### src/rtl/assert_macros.svh
// Assertion macros used by the hts_emit module of the tag strip filter.
`ifndef ASSERT_MACROS_SVH
`define ASSERT_MACROS_SVH

// Checks a property at every rising clock edge outside reset.
`define HTS_ASSERT(lbl, clk, rstn, prop, msg) \
  lbl: assert property (@(posedge clk) disable iff (!rstn) (prop)) else $error(msg);

// Checks that a condition is followed by a consequence in the next cycle.
`define HTS_ASSERT_NEXT(lbl, clk, rstn, pre, post, msg) \
  lbl: assert property (@(posedge clk) disable iff (!rstn) (pre) |=> (post)) else $error(msg);

`endif

### src/rtl/hts_pkg.sv
// Package with the character codes, run descriptor type and helpers of the tag strip filter.
package hts_pkg;

  localparam logic [7:0] CH_LT    = 8'h3C;
  localparam logic [7:0] CH_GT    = 8'h3E;
  localparam logic [7:0] CH_AMP   = 8'h26;
  localparam logic [7:0] CH_SEMI  = 8'h3B;
  localparam logic [7:0] CH_NL    = 8'h0A;
  localparam logic [7:0] CH_DASH  = 8'h2D;
  localparam logic [7:0] CH_NUL   = 8'h00;
  localparam logic [7:0] CH_CUT   = 8'hFF;
  localparam logic [7:0] CH_LOW_A = 8'h61;
  localparam logic [7:0] CH_LOW_B = 8'h62;
  localparam logic [7:0] CH_LOW_G = 8'h67;
  localparam logic [7:0] CH_LOW_H = 8'h68;
  localparam logic [7:0] CH_LOW_L = 8'h6C;
  localparam logic [7:0] CH_LOW_M = 8'h6D;
  localparam logic [7:0] CH_LOW_P = 8'h70;
  localparam logic [7:0] CH_LOW_R = 8'h72;
  localparam logic [7:0] CH_LOW_T = 8'h74;
  localparam logic [7:0] CH_UP_A  = 8'h41;
  localparam logic [7:0] CH_UP_Z  = 8'h5A;

  localparam int CAND_BR = 0;
  localparam int CAND_P  = 1;
  localparam int CAND_HR = 2;
  localparam logic [2:0] CAND_ALL = 3'b111;

  localparam logic [2:0] ENT_IDLE   = 3'd0;
  localparam logic [2:0] ENT_START  = 3'd1;
  localparam logic [2:0] ENT_THIRD  = 3'd3;
  localparam logic [2:0] ENT_FOURTH = 3'd4;

  localparam logic [2:0] TAG_LEN_MAX = 3'd7;

  // One run of output bytes caused by one item.
  typedef struct packed {
    logic            emit;
    logic            rule;
    logic [2:0]      last_idx;
    logic [4:0][7:0] bytes;
  } hts_run_t;

  function automatic logic [7:0] to_lower(input logic [7:0] c);
    logic [7:0] r;
    r = c;
    if (c >= CH_UP_A && c <= CH_UP_Z) begin
      r = c + 8'd32;
    end
    return r;
  endfunction

  function automatic hts_run_t single_run(input logic [7:0] b);
    hts_run_t r;
    r = '0;
    r.emit = 1'b1;
    r.bytes[0] = b;
    return r;
  endfunction

  // The ampersand and up to count collected bytes, cut before a NUL or 0xFF byte.
  function automatic hts_run_t raw_run(input logic [3:0][7:0] ent, input logic [2:0] count);
    hts_run_t r;
    logic     stop;
    r = '0;
    stop = 1'b0;
    r.emit = 1'b1;
    r.bytes[0] = CH_AMP;
    for (int i = 0; i < 4; i++) begin
      r.bytes[i+1] = ent[i];
      if (!stop && (3'(i) < count) && ent[i] != CH_NUL && ent[i] != CH_CUT) begin
        r.last_idx = 3'(i + 1);
      end else begin
        stop = 1'b1;
      end
    end
    return r;
  endfunction

endpackage

### src/rtl/hts_in_if.sv
// Input channel interface carrying one byte item and its end marker.
interface hts_in_if;
  logic       valid;
  logic       ready;
  logic [7:0] in_byte;
  logic       end_of_input;

  modport source (output valid, output in_byte, output end_of_input, input ready);
  modport sink (input valid, input in_byte, input end_of_input, output ready);
endinterface

### src/rtl/hts_out_if.sv
// Result channel interface carrying one filtered byte item and its run end flag.
interface hts_out_if;
  logic       valid;
  logic       ready;
  logic [7:0] out_byte;
  logic       last_of_run;

  modport source (output valid, output out_byte, output last_of_run, input ready);
  modport sink (input valid, input out_byte, input last_of_run, output ready);
endinterface

### src/rtl/hts_parse.sv
// Parser holding tag and entity state and building the output run of each item.
module hts_parse (
  input  logic              clk,
  input  logic              rst_n,
  input  logic              accept,
  input  logic [7:0]        in_byte,
  input  logic              end_of_input,
  input  logic              convert,
  output hts_pkg::hts_run_t run
);
  import hts_pkg::*;

  logic            inside_r, inside_nxt;
  logic [2:0]      len_r, len_nxt;
  logic [2:0]      cand_r, cand_nxt;
  logic [2:0]      phase_r, phase_nxt;
  logic [3:0][7:0] ent_r, ent_nxt;
  logic [3:0][7:0] ent_w;
  logic [7:0]      lc;

  always_comb begin
    inside_nxt = inside_r;
    len_nxt    = len_r;
    cand_nxt   = cand_r;
    phase_nxt  = phase_r;
    ent_nxt    = ent_r;
    run        = '0;
    lc         = to_lower(in_byte);
    ent_w      = ent_r;
    ent_w[phase_r[1:0] - 2'd1] = in_byte;
    if (accept) begin
      if (end_of_input) begin
        if (phase_r != ENT_IDLE) begin
          run = raw_run(ent_r, phase_r - 3'd1);
        end
        inside_nxt = 1'b0;
        len_nxt    = '0;
        cand_nxt   = CAND_ALL;
        phase_nxt  = ENT_IDLE;
      end else if (phase_r != ENT_IDLE) begin
        ent_nxt = ent_w;
        if (phase_r == ENT_THIRD) begin
          if (ent_w[0] == CH_LOW_G && ent_w[1] == CH_LOW_T && ent_w[2] == CH_SEMI) begin
            run = single_run(CH_GT);
            phase_nxt = ENT_IDLE;
          end else if (ent_w[0] == CH_LOW_L && ent_w[1] == CH_LOW_T && ent_w[2] == CH_SEMI) begin
            run = single_run(CH_LT);
            phase_nxt = ENT_IDLE;
          end else if (!(ent_w[0] == CH_LOW_A && ent_w[1] == CH_LOW_M
                         && ent_w[2] == CH_LOW_P)) begin
            run = raw_run(ent_w, 3'd3);
            phase_nxt = ENT_IDLE;
          end else begin
            phase_nxt = ENT_FOURTH;
          end
        end else if (phase_r == ENT_FOURTH) begin
          if (ent_w[3] == CH_SEMI) begin
            run = single_run(CH_AMP);
          end else begin
            run = raw_run(ent_w, 3'd4);
          end
          phase_nxt = ENT_IDLE;
        end else begin
          phase_nxt = phase_r + 3'd1;
        end
      end else if (in_byte == CH_LT) begin
        inside_nxt = 1'b1;
        len_nxt    = '0;
        cand_nxt   = CAND_ALL;
      end else if (in_byte == CH_GT) begin
        if (inside_r && convert) begin
          if ((cand_r[CAND_BR] && len_r == 3'd2) || (cand_r[CAND_P] && len_r == 3'd1)) begin
            run = single_run(CH_NL);
          end else if (cand_r[CAND_HR] && len_r == 3'd2) begin
            run = '0;
            run.emit = 1'b1;
            run.rule = 1'b1;
          end
        end
        inside_nxt = 1'b0;
        len_nxt    = '0;
        cand_nxt   = CAND_ALL;
      end else if (inside_r) begin
        if (len_r == 3'd0) begin
          if (lc != CH_LOW_B) cand_nxt[CAND_BR] = 1'b0;
          if (lc != CH_LOW_P) cand_nxt[CAND_P] = 1'b0;
          if (lc != CH_LOW_H) cand_nxt[CAND_HR] = 1'b0;
        end else if (len_r == 3'd1) begin
          cand_nxt[CAND_P] = 1'b0;
          if (lc != CH_LOW_R) begin
            cand_nxt[CAND_BR] = 1'b0;
            cand_nxt[CAND_HR] = 1'b0;
          end
        end else begin
          cand_nxt = '0;
        end
        if (len_r != TAG_LEN_MAX) begin
          len_nxt = len_r + 3'd1;
        end
      end else if (in_byte == CH_AMP) begin
        phase_nxt = ENT_START;
      end else begin
        run = single_run(in_byte);
      end
    end
  end

  always_ff @(posedge clk) begin
    if (!rst_n) begin
      inside_r <= 1'b0;
      len_r    <= '0;
      cand_r   <= CAND_ALL;
      phase_r  <= ENT_IDLE;
    end else begin
      inside_r <= inside_nxt;
      len_r    <= len_nxt;
      cand_r   <= cand_nxt;
      phase_r  <= phase_nxt;
    end
  end

  always_ff @(posedge clk) begin
    ent_r <= ent_nxt;
  end

endmodule

### src/rtl/hts_emit.sv
// Result register that holds one output run and sends its bytes one per cycle while take is high.
`include "assert_macros.svh"

module hts_emit #(
  parameter int HR_RULE_LENGTH = 44
) (
  input  logic              clk,
  input  logic              rst_n,
  input  logic              load,
  input  hts_pkg::hts_run_t run,
  input  logic              take,
  output logic              busy,
  output logic              at_last,
  output logic [7:0]        out_byte
);
  import hts_pkg::*;

  localparam int POS_W = ($clog2(HR_RULE_LENGTH + 2) > 3) ? $clog2(HR_RULE_LENGTH + 2) : 3;
  localparam logic [POS_W-1:0] RULE_LAST = POS_W'(HR_RULE_LENGTH + 1);

  logic                 busy_r, busy_nxt;
  logic                 rule_r, rule_nxt;
  logic [POS_W-1:0]     pos_r, pos_nxt;
  logic [POS_W-1:0]     last_r, last_nxt;
  logic [4:0][7:0]      bytes_r, bytes_nxt;
  logic [7:0]           lit_byte;

  assign busy    = busy_r;
  assign at_last = (pos_r == last_r);

  always_comb begin
    case (pos_r[2:0])
      3'd0:    lit_byte = bytes_r[0];
      3'd1:    lit_byte = bytes_r[1];
      3'd2:    lit_byte = bytes_r[2];
      3'd3:    lit_byte = bytes_r[3];
      3'd4:    lit_byte = bytes_r[4];
      default: lit_byte = CH_NUL;
    endcase
    if (rule_r) begin
      out_byte = (pos_r == '0 || pos_r == last_r) ? CH_NL : CH_DASH;
    end else begin
      out_byte = lit_byte;
    end
  end

  always_comb begin
    busy_nxt  = busy_r;
    rule_nxt  = rule_r;
    pos_nxt   = pos_r;
    last_nxt  = last_r;
    bytes_nxt = bytes_r;
    if (take && !at_last) begin
      pos_nxt = pos_r + POS_W'(1);
    end else if (load) begin
      busy_nxt  = run.emit;
      rule_nxt  = run.rule;
      pos_nxt   = '0;
      last_nxt  = run.rule ? RULE_LAST : POS_W'(run.last_idx);
      bytes_nxt = run.bytes;
    end else if (take) begin
      busy_nxt = 1'b0;
    end
  end

  always_ff @(posedge clk) begin
    if (!rst_n) begin
      busy_r <= 1'b0;
      rule_r <= 1'b0;
      pos_r  <= '0;
      last_r <= '0;
    end else begin
      busy_r <= busy_nxt;
      rule_r <= rule_nxt;
      pos_r  <= pos_nxt;
      last_r <= last_nxt;
    end
  end

  always_ff @(posedge clk) begin
    bytes_r <= bytes_nxt;
  end

  `HTS_ASSERT(a_rule_dash, clk, rst_n,
              !(busy_r && rule_r && pos_r != '0 && pos_r != last_r) || out_byte == CH_DASH,
              "rule body byte is not a dash")
  `HTS_ASSERT(a_lit_len, clk, rst_n, !(busy_r && !rule_r) || last_r <= POS_W'(4),
              "literal run longer than five bytes")
  `HTS_ASSERT_NEXT(a_hold, clk, rst_n, busy_r && !take,
                   busy_r && $stable(pos_r) && $stable(last_r), "waiting run changed")

endmodule

### src/rtl/html_tag_strip_filter.sv
// Top level of the HTML tag strip filter with entity decoding.
// The block accepts one byte item per cycle while the result register is free or its last
// byte is being taken. An item that yields output bytes holds the result register until its
// last byte is taken, and the next item is accepted in that cycle, so runs follow without gaps.
// A converted hr tag yields HR_RULE_LENGTH + 2 bytes, an unresolved entity up to five.
// There is no clearing pass after reset; items are accepted from the first cycle out of reset.
module html_tag_strip_filter #(
  parameter int HR_RULE_LENGTH = 44
) (
  input  logic            clk,
  input  logic            rst_n,
  input  logic            cfg_we,
  input  logic            cfg_data,
  hts_in_if.sink          in_ch,
  hts_out_if.source       out_ch
);
  import hts_pkg::*;

  logic     convert_r;
  logic     accept;
  logic     take;
  logic     busy;
  logic     at_last;
  hts_run_t run;

  assign take         = busy && out_ch.ready;
  assign in_ch.ready  = !busy || (out_ch.ready && at_last);
  assign accept       = in_ch.valid && in_ch.ready;
  assign out_ch.valid = busy;
  assign out_ch.last_of_run = at_last;

  always_ff @(posedge clk) begin
    if (!rst_n) begin
      convert_r <= 1'b0;
    end else if (cfg_we) begin
      convert_r <= cfg_data;
    end
  end

  hts_parse u_parse (
    .clk          (clk),
    .rst_n        (rst_n),
    .accept       (accept),
    .in_byte      (in_ch.in_byte),
    .end_of_input (in_ch.end_of_input),
    .convert      (convert_r),
    .run          (run)
  );

  hts_emit #(
    .HR_RULE_LENGTH (HR_RULE_LENGTH)
  ) u_emit (
    .clk      (clk),
    .rst_n    (rst_n),
    .load     (accept),
    .run      (run),
    .take     (take),
    .busy     (busy),
    .at_last  (at_last),
    .out_byte (out_ch.out_byte)
  );

endmodule

### src/flat_wrapper.sv
// flat-port wrapper written by rule: the top's interface ports become plain ports
module html_tag_strip_filter_flat import hts_pkg::*;
#(
  parameter int HR_RULE_LENGTH = 44
)
  (clk, rst_n, cfg_we, cfg_data, in_ch_valid, in_ch_in_byte, in_ch_end_of_input, in_ch_ready, out_ch_valid, out_ch_out_byte, out_ch_last_of_run, out_ch_ready);
  hts_in_if in_ch_i ();
  hts_out_if out_ch_i ();
  input  logic clk;
  input  logic rst_n;
  input  logic cfg_we;
  input  logic cfg_data;
  input wire logic [$bits(in_ch_i.valid)-1:0] in_ch_valid;
  input wire logic [$bits(in_ch_i.in_byte)-1:0] in_ch_in_byte;
  input wire logic [$bits(in_ch_i.end_of_input)-1:0] in_ch_end_of_input;
  output wire logic [$bits(in_ch_i.ready)-1:0] in_ch_ready;
  output wire logic [$bits(out_ch_i.valid)-1:0] out_ch_valid;
  output wire logic [$bits(out_ch_i.out_byte)-1:0] out_ch_out_byte;
  output wire logic [$bits(out_ch_i.last_of_run)-1:0] out_ch_last_of_run;
  input wire logic [$bits(out_ch_i.ready)-1:0] out_ch_ready;
  assign in_ch_i.valid = in_ch_valid;
  assign in_ch_i.in_byte = in_ch_in_byte;
  assign in_ch_i.end_of_input = in_ch_end_of_input;
  assign in_ch_ready = in_ch_i.ready;
  assign out_ch_valid = out_ch_i.valid;
  assign out_ch_out_byte = out_ch_i.out_byte;
  assign out_ch_last_of_run = out_ch_i.last_of_run;
  assign out_ch_i.ready = out_ch_ready;
  html_tag_strip_filter #(.HR_RULE_LENGTH(HR_RULE_LENGTH)) u_core (.clk(clk), .rst_n(rst_n), .cfg_we(cfg_we), .cfg_data(cfg_data), .in_ch(in_ch_i), .out_ch(out_ch_i));
endmodule
### config.mk
export PLATFORM = sky130hd
export DESIGN_NAME = html_tag_strip_filter_flat
export DESIGN_NICKNAME = d
export VERILOG_FILES = /design/src/rtl/hts_pkg.sv /design/src/rtl/hts_in_if.sv /design/src/rtl/hts_out_if.sv /design/src/rtl/hts_parse.sv /design/src/rtl/hts_emit.sv /design/src/rtl/html_tag_strip_filter.sv /design/src/flat_wrapper.sv
export VERILOG_INCLUDE_DIRS = /design/src /design/src/rtl
export SDC_FILE = /design/constraint.sdc
export NUM_CORES = 1
export LEC_CHECK = 0
export BUFFER_PORTS_ARGS = -buffer_cell sky130_fd_sc_hd__clkbuf_2
export CORE_UTILIZATION = 53
export DETAILED_ROUTE_END_ITERATION = 8
export PLACE_DENSITY = 0.71
export SYNTH_ARGS = -nofsm -noshare
export SYNTH_HDL_FRONTEND = slang
export SYNTH_SLANG_ARGS = --single-unit
### constraint.sdc
create_clock -name clk -period 6.1 [get_ports clk]
set_input_delay 0.305 -clock clk [delete_from_list [all_inputs] [get_ports clk]]
set_output_delay 0.305 -clock clk [all_outputs]
set_load 0.005 [all_outputs]
# After elaboration in Yosys (flattened, before gate mapping)
# Cells that the tools add are included.
# W data, S select, Z words.
# totals
regBits	97
out_inout_bits	11
word_cells	274
in_bits	15
# classes
n_bitwise	2
n_eq_ne	41
n_lt_le_gt_ge	8
mux	119
n_addsub	6
n_reduce_logical	78
# op_table
operator	n
$mux W45	16
$mux W3	32
$ne A8 B8 Y1 const B	8
$reduce_bool A8 Y1	8
$mux W1	60
$eq A8 B7 Y1 const B	6
$mux W43	1
$eq A8 B6 Y1 const B	5
$pmux W8 S5	1
$logic_and A1 B1 Y1	38
$bwmux W32	1
$ne A8 B7 Y1 const B	4
$mux W6	4
$mux W8	3
$demux W8 S2	1
$ne A5 B4 Y1 const B	3
$reduce_and A5 Y1	3
$eq A3 B2 Y1 const B	4
$logic_not A1 Y1	10
$ne A3 B3 Y1 const B	3
$reduce_bool A3 Y1	3
$add A8 B6 Y8 const B	1
$ge A8 B7 Y1 const B	1
$le A8 B7 Y1 const B	1
23 further kinds	37

# Logic depth before layout (Yosys ltp)
# depth
ltp_word	46
mapped_depth	12
mapped_depth_nobuf	10

# Hierarchy
# Synthesis repeated with hierarchy kept, for this count alone.
# hier_totals
cells_unflattened	615
area_unflattened_um2	5974.5
# modules_own_cells
module	instances	area_per_inst_um2	cells_per_inst	seq_area_each_um2
hts_parse	1	3656.0	433	1161.1
hts_emit	1	2260.9	175	1421.4
html_tag_strip_filter	1	57.6	7	20.0

# Worst setup path after synthesis
# Ideal clock, no wire load.
# synth_timing
kind	reg2reg
start	reg u_core.u_emit.pos_r[5]
end	reg u_core.u_emit.bytes_r[16] (netlist bit) (data pin)
slack_ns	2.603
setup_time_ns	0.132
synth_period_minus_slack_ns	3.497
stages_incl_launch_ff	9
path_buffers	1
t_arrival_ns	3.365
t_required_ns	5.968
cell_sequence	dfxtp_1 > or3_1 > a211oi_1 > a41oi_1 > inv_1 > clkbuf_1 > nand3_1 > o21ai_1 > a22o_1
# synth_via
elab_chain_len	4
# synth_lines
item	line_no	source
start, declared	hts_emit.sv:23	logic [POS_W-1:0] pos_r, pos_nxt;
start signal, assigned	hts_emit.sv:75	pos_r <= pos_nxt;
$eq A6 B6 Y1	hts_emit.sv:29	assign at_last = (pos_r == last_r);
$logic_and A1 B1 Y1	html_tag_strip_filter.sv:27	assign in_ch.ready = !busy || (out_ch.ready && at_last);
$logic_or A1 B1 Y1	html_tag_strip_filter.sv:27	
$logic_and A1 B1 Y1	html_tag_strip_filter.sv:28	assign accept = in_ch.valid && in_ch.ready;
end signal, assigned	hts_emit.sv:81	bytes_r <= bytes_nxt;
end, declared	hts_emit.sv:25	logic [4:0][7:0] bytes_r, bytes_nxt;
# No other way between the ends.
# A chain may end at the register's enable or synchronous reset.

# Final worst setup path
# layout_timing
start	reg u_core.u_parse.phase_r[1]
end	reg u_core.u_emit.bytes_r[26] (netlist bit) (data pin)
# layout_via
elab_chain_len	15
elab_cells_between_ends	33
cone_classes	1 x add/sub; 2 x order compare; 10 x eq/ne; 12 x mux; 8 x reduce/logical
# layout_lines
item	line_no	source
start, declared	hts_parse.sv:16	logic [2:0] phase_r, phase_nxt;
start signal, assigned	hts_parse.sv:118	phase_r <= phase_nxt;
$sub A2 B1 Y2	hts_parse.sv:30	ent_w[phase_r[1:0] - 2'd1] = in_byte;
$lt A2 B3 Y1 (not written as such) or $ge A2 B1 Y1 (tied branches)	hts_parse.sv:30	
$logic_and A1 B1 Y1 (not written as such)	hts_parse.sv:30	
$mux W8 (not written as such)	hts_parse.sv:30	
$demux W8 S2	hts_parse.sv:30	
$bwmux W32	hts_parse.sv:30	
$eq A8 B7 Y1	hts_parse.sv:49	end else if (!(ent_w[0] == CH_LOW_A && ent_w[1] == CH_LOW_M
$logic_and A1 B1 Y1	hts_parse.sv:49	
$logic_and A1 B1 Y1	hts_parse.sv:50	&& ent_w[2] == CH_LOW_P)) begin
$mux W45	hts_parse.sv:49	
$mux W45	hts_parse.sv:46	end else if (ent_w[0] == CH_LOW_L && ent_w[1] == CH_LOW_T && ent_w[2] == CH_SEMI) begin
$mux W45	hts_parse.sv:43	if (ent_w[0] == CH_LOW_G && ent_w[1] == CH_LOW_T && ent_w[2] == CH_SEMI) begin
$mux W45	hts_parse.sv:42	if (phase_r == ENT_THIRD) begin
$mux W45	hts_parse.sv:40	end else if (phase_r != ENT_IDLE) begin
$mux W45 (*)	hts_parse.sv:32	if (end_of_input) begin
# Mark *: on every way between the ends. The rest lies on a longest branch, timed or not.

==> results.md <==
| Metric | This run | Unit |
|:---|:---|:---|
| Cells along the critical path | inv_1, ha_1, or3b_1, a222oi_1, or3b_4, o31ai_4, o31a_1, o21ai_1, a22o_1 | - |
| Largest clock skew in the final design | 15.8 | ps |
| Synth cell count leaders | sky130_fd_sc_hd__edfxtp_1, sky130_fd_sc_hd__nand2_1, sky130_fd_sc_hd__o21ai_0, sky130_fd_sc_hd__inv_1, sky130_fd_sc_hd__clkbuf_1 | - |
| Number of inserted diodes | 0 | - |
| Final Routed Wirelength | 15,300 | µm |
| Final instance area | 5970 | µm² |
| Max Slew Vio Count | 0 | - |
| Hold Fails Final Rpt | 0 | - |
| Wire length of the first global-routing pass | 23,900 | µm |
| Clock tree from TritonCTS | built | - |
| Worst hold margin | 210 | ps |
| Horizontal die dimension | 105 | µm |
| Post-synth ARST share | 0 | - |
| Bufs and invs on worst path | 1 | - |
| Number of hold buffers added after CTS | 0 | - |
| Average cell area after synthesis | 10.0 | µm² |
| Proportion of synthesized chip area in sequential cells | 0.461 | - |
| Vias in the first global route | 4,396 | - |
| Unrepaired setup endpoints after global routing | false | - |
| Fraction of final layout cells with drive strength greater than 1 | 0.119 | - |
| Routed length per placed instance | 21.6 | µm |
| Static power due to leakage | 2.17 | nW |
| Longest individual stage delay on the worst path | 680 | ps |
| Worst supply voltage drop on vdd | 0.000115 | V |
| Number of nets produced by synthesis | 597 | - |
| Rows | 37 | - |
| Cell types occupying the most area after synthesis | sky130_fd_sc_hd__edfxtp_1, sky130_fd_sc_hd__dfxtp_1, sky130_fd_sc_hd__ha_1 | - |
| Relative area change from synthesis to final layout | 5.90 | % |
| Maximum fanout count along the critical path | 21 | - |
| Minimum clock period | 4160 | ps |
| Area of placed instances | 5810 | µm² |
| Avg Vias per Cell | 6.64 | - |
| Endpoint type of the worst setup path | flop | - |
| Total track usage | 0.290 | - |
| Slew of the pin with the lowest slew margin | 787 | ps |
| Total number of yosys warnings | 0 | - |
| Hold WC Path Type | input port to flop | - |
| Max-cap violations | 0 | - |
| Nature of the critical path startpoint | flop | - |
| Worst setup path class | flop to flop | - |
| Setup-failing EPs final | 0 | - |
| Clock tree root buffer cell | sky130_fd_sc_hd__clkbuf_8 | - |
| Total Die Area | 11,100 | µm² |
| Final HPWL DP | 11,100 | µm |
| Highest clock rate | 240 | MHz |
| Clock Sink Count | 94 | - |
| Placed Instances | 693 | - |
| Layout Nets | 601 | - |
| Placeable Area | 10,300 | µm² |
| Final Util | 0.579 | - |
| Final standard cell count with taps included and fillers excluded | 709 | - |
| Number of enable-type register cells in the synthesized netlist | 72 | - |
| Clock latency on the worst-skew pair | 380 | ps |
| Post-synth top area cell | sky130_fd_sc_hd__edfxtp_1 | - |
| Synthesized flop and latch total | 94 | - |
| # Post-CTS Setup Buffers | 0 | - |
| Initial core utilization | 0.546 | - |
| Area fraction of the dominant cell type after synthesis | 0.383 | - |
| DR vias | 4,709 | - |
| Unique masters post-synth | 69 | - |
| TNS Setup | 0 | ps |
| Register-to-Register Setup Slack | 1940 | ps |
| Initial antenna violation count | 0 | - |
| Leading register cell type out of synthesis | sky130_fd_sc_hd__edfxtp_1 | - |
| Max-slew headroom | 0.475 | - |
| Data arrival at the endpoint of the critical path | 4290 | ps |
| Maximum number of pins on one net before global-route repair | 52 | - |
| Synthesized area | 5640 | µm² |
| Largest delay contributor family on the critical path | compound AO/OA/AOI/OAI gates | - |
| Result of the run | complete, no violations | - |
| Most frequent cell after synthesis | sky130_fd_sc_hd__edfxtp_1 | - |
| I/O pin count | 26 | - |
| Power Dens Cells | 226 | nW/µm² |
| Global-route congestion overflow total | 0 | - |
| Clock transition at the register clock pins on the worst setup and hold paths after CTS | 90 | ps |
| Final estimated routing congestion in global placement | 0.954 | - |
| Period Utilization, post-route | 0.682 | - |
| Count of instances resized after the clock tree is built | 0 | - |
| Clock buffers created by TritonCTS | 9 | - |
| H-tree Lvls | 3 | - |
| Cell with the largest stage delay on the worst path | sky130_fd_sc_hd__ha_1 | - |
| Y dimension of the die | 105 | µm |
| First DRT Iteration DRCs | 548 | - |
| Final ANT Viol Nets | 0 | - |
| Required time of the worst setup path | 6230 | ps |
| Number of buffers added on ports | 25 | - |
| Longest Clk Path Bufs | 2 | - |
| Number of iterations in the first detailed-routing pass | 6 | - |
| DR DRC count | 0 | - |
| Count of mapped cells out of synthesis | 564 | - |
## logic make-up after synthesis
logic type      Yosys count  synth area share
compound gates          155             0.195
mux                      35            0.0652
buf+inv                  67            0.0479
fa+ha+maj                18            0.0399
flops                    94             0.461
simple gates            191             0.184
xor+xnor                  4           0.00621
## placed cells by master (no fill, tap or decap), types with 6 or more instances in the layout
cell / count
sky130_fd_sc_hd__mux2_2: 14
sky130_fd_sc_hd__inv_1: 32
sky130_fd_sc_hd__o21ai_0: 43
sky130_fd_sc_hd__nor2b_1: 11
sky130_fd_sc_hd__nor3_1: 17
sky130_fd_sc_hd__nor4_1: 10
sky130_fd_sc_hd__nand4_1: 10
sky130_fd_sc_hd__dfxtp_1: 22
sky130_fd_sc_hd__and2_1: 9
sky130_fd_sc_hd__clkbuf_8: 9
sky130_fd_sc_hd__a211oi_1: 6
sky130_fd_sc_hd__clkbuf_2: 25
sky130_fd_sc_hd__or3_1: 6
sky130_fd_sc_hd__nand3_1: 21
sky130_fd_sc_hd__mux2i_1: 21
sky130_fd_sc_hd__and3_1: 8
sky130_fd_sc_hd__edfxtp_1: 72
sky130_fd_sc_hd__ha_1: 18
sky130_fd_sc_hd__a22oi_1: 15
sky130_fd_sc_hd__nor2_1: 25
sky130_fd_sc_hd__a222oi_1: 9
sky130_fd_sc_hd__a21o_1: 8
sky130_fd_sc_hd__nand2_1: 45
sky130_fd_sc_hd__a22o_1: 13
sky130_fd_sc_hd__a21oi_1: 16
## path summary, 6_finish.rpt
kind,start,to,depth (start not counted)
hold / removal,in_ch_valid,u_core.u_emit.busy$_SDFFE_PN0P_,3
hold reg to reg,u_core.u_parse.cand_r[1]$_SDFFE_PN1P_,u_core.u_parse.cand_r[1]$_SDFFE_PN1P_,1
setup / recovery,u_core.u_parse.phase_r[1]$_SDFFE_PN0P_,u_core.u_emit.bytes_r[26]$_SDFFCE_PN0P_,9
setup reg to reg,u_core.u_parse.phase_r[1]$_SDFFE_PN0P_,u_core.u_emit.bytes_r[26]$_SDFFCE_PN0P_,9
## stage by stage
| stage | worst slack (ps) | power, W |
|---|---|---|
| after floorplan | 2600 | 0.000910 |
| after global placement | 2100 | 0.000984 |
| after detailed placement | 1950 | 0.000988 |
| after CTS | 1940 | 0.00135 |
| after global routing | 1600 | 0.00140 |
| final | 1940 | 0.00135 |
## cell type report
class                      instances  area (µm²)
clock buffer                      11         131
timing repair buffer              28         148
inverter                          32         120
tap                              136         170
sequential                        94        2600
clock inverter                     5        33.8
multi-input combinational        403        2770
fill                             892        4350
## worst reg2reg max path, delay by kind of cell (launching register included)
kind	cells	cell delay (ps)
buffers and inverters	1	110
flip-flops	1	370
adder cells (fa/ha/maj)	1	680
AND/OR/NAND/NOR	2	900
AO/OA/AOI/OAI	5	1860
## power breakdown
| part | switching, W | internal, W |
|---|---|---|
| logic | 0.000138 | 0.0000718 |
| clock network | 0.000223 | 0.000149 |
| registers | 0.0000305 | 0.000739 |
## routing by layer
metal | vias up | routed length, µm | GRT usage
li1 | 2171 | - | -
met5 | - | 0 | 0
met3 | 40 | 1450 | 0.0568
met4 | 0 | 454 | 0.132
met2 | 255 | 6880 | 0.441
met1 | 2243 | 6550 | 0.399
## flip-flops by register name, indices dropped and copies added (netlist names)
signal                   count
u_core.u_emit.pos_r          6
u_core.u_parse.cand_r        3
u_core.u_parse.ent_r        32
u_core.u_emit.busy           1
u_core.u_parse.len_r         3
u_core.u_emit.bytes_r       40
u_core.u_emit.last_r         4
u_core.convert_r             1
u_core.u_parse.inside_r      1
u_core.u_parse.phase_r       3
Note: power is estimated with default switching activity, not from simulation.
